**config.mk**
```make
export PLATFORM = sky130hd
export DESIGN_NAME = sda_eval
export DESIGN_NICKNAME = d
export VERILOG_FILES = /design/src/rtl/core/sda_pkg.sv /design/src/rtl/core/sda_eval.sv
export SDC_FILE = /design/constraint.sdc
export NUM_CORES = 1
export LEC_CHECK = 0
export ABC_CLOCK_PERIOD_IN_PS = 15580
export BUFFER_PORTS_ARGS = -buffer_cell sky130_fd_sc_hd__buf_2
export CORE_MARGIN = 5
export CORE_UTILIZATION = 35
export DETAILED_ROUTE_END_ITERATION = 16
export PLACE_DENSITY = 0.67
export SETUP_SLACK_MARGIN = 0.3
export SYNTH_ARGS = -nofsm -noshare
export SYNTH_HDL_FRONTEND = slang
export SYNTH_SLANG_ARGS = --single-unit
export TNS_END_PERCENT = 50
```
**constraint.sdc**
```tcl
create_clock -name vclk -period 15.58
set_input_delay 2.337 -clock vclk [all_inputs]
set_output_delay 2.337 -clock vclk [all_outputs]
set_load 0.02 [all_outputs]
```
**src/rtl/core/sda_pkg.sv**
```systemverilog
// ----------------------------------------------------------------------------
// sda_pkg
// Shared types and constants for the stack depth analyzer: item layouts,
// instruction class codes and the control bundles between submodules.
// ----------------------------------------------------------------------------
package sda_pkg;

    localparam int SIZE_W   = 11;
    localparam int TARGET_W = 32;
    localparam int OUT_W    = 11;
    localparam int OP_W     = 3;
    // tag width of the per-program generation stamp kept next to each depth
    localparam int EPOCH_W  = 8;

    localparam logic [OP_W-1:0] OP_PUSH    = 3'd0;
    localparam logic [OP_W-1:0] OP_POP     = 3'd1;
    localparam logic [OP_W-1:0] OP_NEUTRAL = 3'd2;
    localparam logic [OP_W-1:0] OP_JUMP    = 3'd3;
    localparam logic [OP_W-1:0] OP_CJUMP   = 3'd4;
    localparam logic [OP_W-1:0] OP_RETURN  = 3'd5;

    typedef struct packed {
        logic                first_item;
        logic [OP_W-1:0]     op_class;
        logic [TARGET_W-1:0] jump_target;
        logic [SIZE_W-1:0]   program_size;
    } in_item_t;

    typedef struct packed {
        logic [OUT_W-1:0] maximum_depth;
        logic             underflow_seen;
    } out_item_t;

    typedef struct packed {
        logic rd_en;
        logic wr_en;
        logic clear_start;
    } tbl_ctl_t;

    typedef struct packed {
        logic reached;
        logic tgt_wr;
        logic fall;
        logic under;
        logic emit;
    } eval_flags_t;

endpackage

```
**src/rtl/core/sda_eval.sv**
```systemverilog
// ----------------------------------------------------------------------------
// sda_eval
// Execute stage datapath: resolves the entry depth of the current
// instruction, applies its class, and decides the jump target record.
// ----------------------------------------------------------------------------
module sda_eval #(
    parameter int DW = 11,
    parameter int PW = 11,
    parameter int EW = 8
) (
    input  logic [sda_pkg::OP_W-1:0]     op_class,
    input  logic                         first,
    input  logic                         run,
    input  logic [PW-1:0]                pos,
    input  logic [PW-1:0]                size,
    input  logic [sda_pkg::TARGET_W-1:0] target,
    input  logic [EW-1:0]                epoch,
    input  logic [EW-1:0]                rd_tag0,
    input  logic [DW-1:0]                rd_depth0,
    input  logic [EW-1:0]                rd_tag1,
    input  logic                         fwd_p,
    input  logic                         fwd_t,
    input  logic [DW-1:0]                fwd_depth,
    input  logic                         carry_valid,
    input  logic [DW-1:0]                carry_depth,
    input  logic [DW-1:0]                max_in,
    input  logic                         uf_in,
    output sda_pkg::eval_flags_t         flags,
    output logic [DW-1:0]                depth_out,
    output logic [DW-1:0]                max_out,
    output logic                         uf_out
);

    logic          pos_zero;
    logic          hit0;
    logic          reached;
    logic [DW-1:0] depth_in;
    logic          pops;
    logic          under;
    logic          fall;
    logic          jumps;
    logic          tgt_fwd;
    logic [DW-1:0] max_base;
    logic          uf_base;

    always_comb begin
        pos_zero = (pos == '0);
        hit0     = (rd_tag0 == epoch);
        // earlier jump records win over the fall-through of the previous item
        reached  = pos_zero || fwd_p || hit0 || carry_valid;
        if (pos_zero) begin
            depth_in = '0;
        end else if (fwd_p) begin
            depth_in = fwd_depth;
        end else if (hit0) begin
            depth_in = rd_depth0;
        end else begin
            depth_in = carry_depth;
        end

        pops  = 1'b0;
        fall  = 1'b1;
        jumps = 1'b0;
        case (op_class)
            sda_pkg::OP_PUSH:    ;
            sda_pkg::OP_POP:     pops = 1'b1;
            sda_pkg::OP_NEUTRAL: ;
            sda_pkg::OP_JUMP: begin
                fall  = 1'b0;
                jumps = 1'b1;
            end
            sda_pkg::OP_CJUMP: begin
                pops  = 1'b1;
                jumps = 1'b1;
            end
            sda_pkg::OP_RETURN: begin
                pops = 1'b1;
                fall = 1'b0;
            end
            default: ;
        endcase

        under = pops && (depth_in == '0);
        if (op_class == sda_pkg::OP_PUSH) begin
            depth_out = depth_in + 1'b1;
        end else if (pops && !under) begin
            depth_out = depth_in - 1'b1;
        end else begin
            depth_out = depth_in;
        end

        // backward targets are never read again in this program: skip them
        tgt_fwd = (target > sda_pkg::TARGET_W'(pos)) &&
                  (target < sda_pkg::TARGET_W'(size));

        max_base = first ? '0 : max_in;
        uf_base  = first ? 1'b0 : uf_in;
        max_out  = max_base;
        uf_out   = uf_base;
        if (run && reached) begin
            if (depth_out > max_base) begin
                max_out = depth_out;
            end
            uf_out = uf_base | under;
        end

        flags.reached = run && reached;
        flags.tgt_wr  = run && reached && jumps && tgt_fwd && !(fwd_t || rd_tag1 == epoch);
        flags.fall    = run && reached && fall;
        flags.under   = run && reached && under;
        flags.emit    = run && (PW'(pos + 1'b1) == size);
    end

endmodule

```
Word-level counts from Yosys, hierarchy flattened

Index checks and enable logic that the tools add are counted.

Output and inout bits: 28
Memories kept: 0
Bits in registers: 0
Bits in latches: 0
Bits in read-only memories: 0
RAM bits: 0

Divide/modulo/power cells: 0
Equal/unequal tests: 7
Muxes and demuxes: 13
Reductions and logical operators: 22
Magnitude comparators: 3
$mul: 0
Bitwise operators: 1
Shifts and indexed selects: 0
Add/sub/neg operators: 3

Operators by type and width:

| kind                  | count |
|---|---|
| $mux 11               | 8 |
| $gt 32x11->1          | 1 |
| $lt 32x11->1          | 1 |
| $add 11x1->11 const B | 2 |
| $logic_not 11->1      | 2 |
| $eq 8x8->1            | 2 |
| $eq 11x11->1          | 1 |
| $gt 11x11->1          | 1 |
| $sub 11x1->11 const B | 1 |
| $logic_and 1x1->1     | 10 |
| $eq 3x3->1 const B    | 2 |
| $mux 1                | 5 |
| $logic_or 1x1->1      | 4 |
| $reduce_or 2->1       | 2 |
| $eq 3x1->1 const B    | 1 |
| $eq 3x2->1 const B    | 1 |
| $logic_not 3->1       | 1 |
| $reduce_or 3->1       | 1 |
| $logic_not 1->1       | 2 |
| $or 1x1->1            | 1 |

Depth between registers and ports, before layout

Depth after elaboration: 13
Depth in mapped cells: 25

Worst setup path before layout

Ideal clock, no wire load.

Path type: input -> output
From: in pos[1]
To: out max_out[0]
Cell stages on the path: 25
Buffers on the path: 2
Slack: 5,692 ps
Arrival time: 7,551 ps
Cell sequence: inv_1 ha_1 or4b_1 nor4_4 buf_6 a311o_1 ha_1 inv_1 or4_1 o311ai_4 o211ai_4 nor3_2 nor4_1 a311o_1 ha_1 nor2b_1 o21a_1 o211ai_1 nand3_1 a221oi_1 nor2_1 o31ai_1 clkbuf_1 nand2_1 o21ai_1

Cells in the longest elaborated chain, start to end: 11

RTL lines:

| item                                                  | RTL line        | RTL |
|---|---|---|
| start, declared                                       | sda_eval.sv:14  | `input logic [PW-1:0] pos,` |
| $logic_not 11->1 (*)                                  | sda_eval.sv:47  | `pos_zero = (pos == '0);` |
| $mux 11 (*)                                           | sda_eval.sv:51  | `if (pos_zero) begin` |
| branches (longest 5 deep; another with $sub 11x1->11) | --              |  |
| $mux 11 (*)                                           | sda_eval.sv:84  | `if (op_class == sda_pkg::OP_PUSH) begin` |
| net depth_out[1]                                      | sda_eval.sv:29  | `output logic [DW-1:0] depth_out,` |
| $gt 11x11->1 (*)                                      | sda_eval.sv:101 | `if (depth_out > max_base) begin` |
| $mux 11 (*)                                           | sda_eval.sv:101 |  |
| $mux 11 (*)                                           | sda_eval.sv:100 | `if (run && reached) begin` |
| end, declared                                         | sda_eval.sv:30  | `output logic [DW-1:0] max_out,` |

Mark *: on every way through the listed nets, which the timed path passes.

Final worst setup path

From: in pos[1]
To: out max_out[9]

Cells in the longest elaborated chain, start to end: 11

RTL lines:

| item                                                  | RTL line |
|---|---|
| $logic_not 11->1 (*)                                  | sda_eval.sv:47 |
| branches (longest 9 deep; another with $sub 11x1->11) | -- |
| $mux 11 (*)                                           | sda_eval.sv:100 |

Mark *: on every way between the ends.

==> impl_metrics.py <==
metrics = {
    "routing": {
        "first_pass_iters": 4,
        "via_per_inst": 5.27,
        "drc": 0,
        "vias": 3286,
        "antenna_left": 0,
        "wl_per_cell_um": 15.6,
        "drtIter0Drc": 172,
        "totalWireLength_mm": 9.74,
    },
    "cells_and_area": {
        "clock_buffers": 0,
        "seq_cells": 0,
        "layout_common_cells": "buf_2, inv_1, ha_1",
        "area.growth.synth_to_final_pct": 34.8,
        "postLayoutCoreUtil_pct": 48.1,
        "postLayoutCellArea_mm2": 0.00347,
        "antenna_cells": 0,
        "drive_gt1_share_pct": 34.5,
        "nNetsFinal": 695,
        "final_common_cell": "buf_2",
        "seq_area_um2": 0,
    },
    "placed_design": {
        "gp_congestion": 0.951,
        "dp_hpwl_mm": 8.67,
        "placed_area_mm2": 0.00347,
        "dp_slack_ns": 4.97,
        "numPortBuffers": 159,
    },
    "power_and_ir_drop": {
        "leakage_uw": 0.00168,
        "powerDensity_mw_per_mm2": 31.0,
        "irDropWorstVdd_mv": 0.0126,
        "swShare_pct": 57.1,
        "p_comb_share_pct": 100.0,
        "switchingPower_uw": 61.3,
        "p_seq_share_pct": 0,
        "clkPwrFrac_pct": 0,
        "p_int_uw": 46.1,
    },
    "synth": {
        "synth_top_area_cell": "ha_1",
        "synth_nets": 540,
        "syn_inst": 372,
        "syn_area_mm2": 0.00257,
        "yosysUniqueCellTypes": 58,
        "avgSynthCellArea_um2": 6.92,
        "yosysWarnings": 0,
        "ys_seq_area_share_pct": 0,
        "yosysTopAreaCellShare_pct": 18.0,
        "netlist_top_cells_area": "ha_1, xnor2_1, inv_1",
    },
    "floorplanning": {
        "ios": 159,
        "die_x_um": 95.8,
        "die_h_um": 95.8,
        "num_rows": 31,
        "core_mm2": 0.00721,
        "initial_core_util_pct": 35.7,
        "die-area_mm2": 0.00917,
    },
    "sta": {
        "fin_tns_setup_ns": 0,
        "finalCritPeriodShare_pct": 68.3,
        "setup_slack_ns": 4.94,
        "slew_headroom_pct": 23.0,
        "drv_slew": 0,
        "fmax_mhz": 93.9,
        "fin_crit_ns": 10.64,
        "worst_slew_pin_slew_ns": 1.15,
        "worst_hold_slack_ns": 5.01,
        "setup_viol": 0,
        "rsz0062_at_grt": "no",
        "hold_violations": 0,
    },
    "setup_path": {
        "critPathLaunchType": "primary input",
        "worst_path_most_repeated_cell": "ha_1",
        "critPathCaptureType": "output pin",
        "crit_required_ns": 13.24,
        "crit_path_max_incr_delay_ns": 0.65,
        "crit_type": "primary input to output pin",
        "cp_cell_sequence": "buf_2, inv_1, ha_1, or4b_1, nor4_4, a311o_1, ha_1, inv_1, or4_1, o311ai_4, o211ai_4, nor3_2, nor4_1, a311o_1, ha_1, nor2b_1, o21a_1, o211ai_1, nand3_1, a221oi_1, nor2_1, o31ai_2, mux2_2, buf_2",
        "startpoint": "pos[1]",
        "critical_path_arrival_ns": 8.31,
        "cp_slowest_cell": "nor4_4",
        "cp_max_fo": 17,
    },
    "cts": {
        "cts_resized": 0,
        "postCtsSetupBuffers": 0,
        "ctsHoldBuffers": 0,
    },
    "grt": {
        "groute.usage.overall_pct": 20.0,
        "grt-ovfl-total": 0,
        "grt_pass1_vias": 3174,
        "antenna_found_initial": 0,
        "grt_pass1_wl_mm": 14.8,
        "grt_max_degree": 26,
    },
    "job": {
        "max_cap_viol_count": 0,
    },
    "outcome": {
        "status": "finished clean",
    },
    "worst_hold_path": {
        "min_from": "op_class[0]",
        "hold_class": "primary input to output pin",
    },
}
==> cell families (layout without fill, tap and decap cells) <==
| logic type | count (synthesis) | in the layout | share of synthesized area, % |
|---|---|---|---|
| adders and majority gates | 37 | 37 | 18.0 |
| AOI/OAI and AO/OA | 86 | 86 | 25.8 |
| buffers and inverters | 49 | 202 | 7.68 |
| muxes | 7 | 7 | 2.92 |
| and+or+nand+nor | 153 | 153 | 32.0 |
| xor gates and xnor gates | 40 | 40 | 13.6 |
==> final timing paths <==
check             cells past startpoint  slack [ns]         end
setup / recovery                     24        4.94  max_out[9]
hold / removal                        3        5.01    flags[2]
==> per-stage QoR <==
stage          cells  power, µW
2_1_floorplan    372       65.1
3_3_place_gp     624        106
3_5_place_dp     624        107
4_1_cts          624        108
5_1_grt          624        119
6_report         624        107
==> cells in the mapped netlist, drive strengths merged (2+ instances only) <==
cell type / number
nor3: 14
o21a: 10
mux2: 4
o41ai: 2
a311o: 4
nand3: 14
or4: 10
xor2: 11
mux2i: 3
nor2: 29
o21ai: 19
xnor2: 29
and4: 2
buf: 6
o31ai: 2
ha: 37
or3: 2
inv: 40
or4b: 2
o311a: 3
nand4b: 2
a21o: 6
nand2: 35
a211oi: 2
clkbuf: 2
nand4: 15
nand2b: 6
o311ai: 8
or2: 2
nor4: 12
o211ai: 4
a21oi: 17
nor2b: 7
==> layout make-up <==
type | instances | area, µm²
Fill cell | 775 | 3740
Inverter | 41 | 154
Multi-Input combinational cell | 323 | 2380
Tap cell | 99 | 124
Timing Repair Buffer | 161 | 811
==> routing by layer <==
metal / global-route usage, % / vias to the layer above / wire length [µm]
met2: 35.2 / 133 / 4520
li1: - / 1685 / -
met4: 0.829 / 0 / 33
met1: 26.5 / 1466 / 4240
met3: 3.83 / 2 / 943
met5: 0 / - / 0
==> critical path: cells and delay by family <==
| family | cells | cell delay (ns) |
|---|---|---|
| AND/OR/NAND/NOR | 8 | 2.45 |
| AO/OA/AOI/OAI | 8 | 1.83 |
| adder cells (fa/ha/maj) | 3 | 0.74 |
| buffers and inverters | 4 | 0.48 |
| multiplexers | 1 | 0.43 |
==> power by group through the flow <==
stage | registers, µW | logic (µW) | clock network, µW
2_1_floorplan | 0 | 65.1 | 0
3_3_place_gp | 0 | 106 | 0
3_5_place_dp | 0 | 107 | 0
4_1_cts | 0 | 108 | 0
5_1_grt | 0 | 119 | 0
6_report | 0 | 107 | 0
Note: power is estimated with default switching activity, not from simulation.
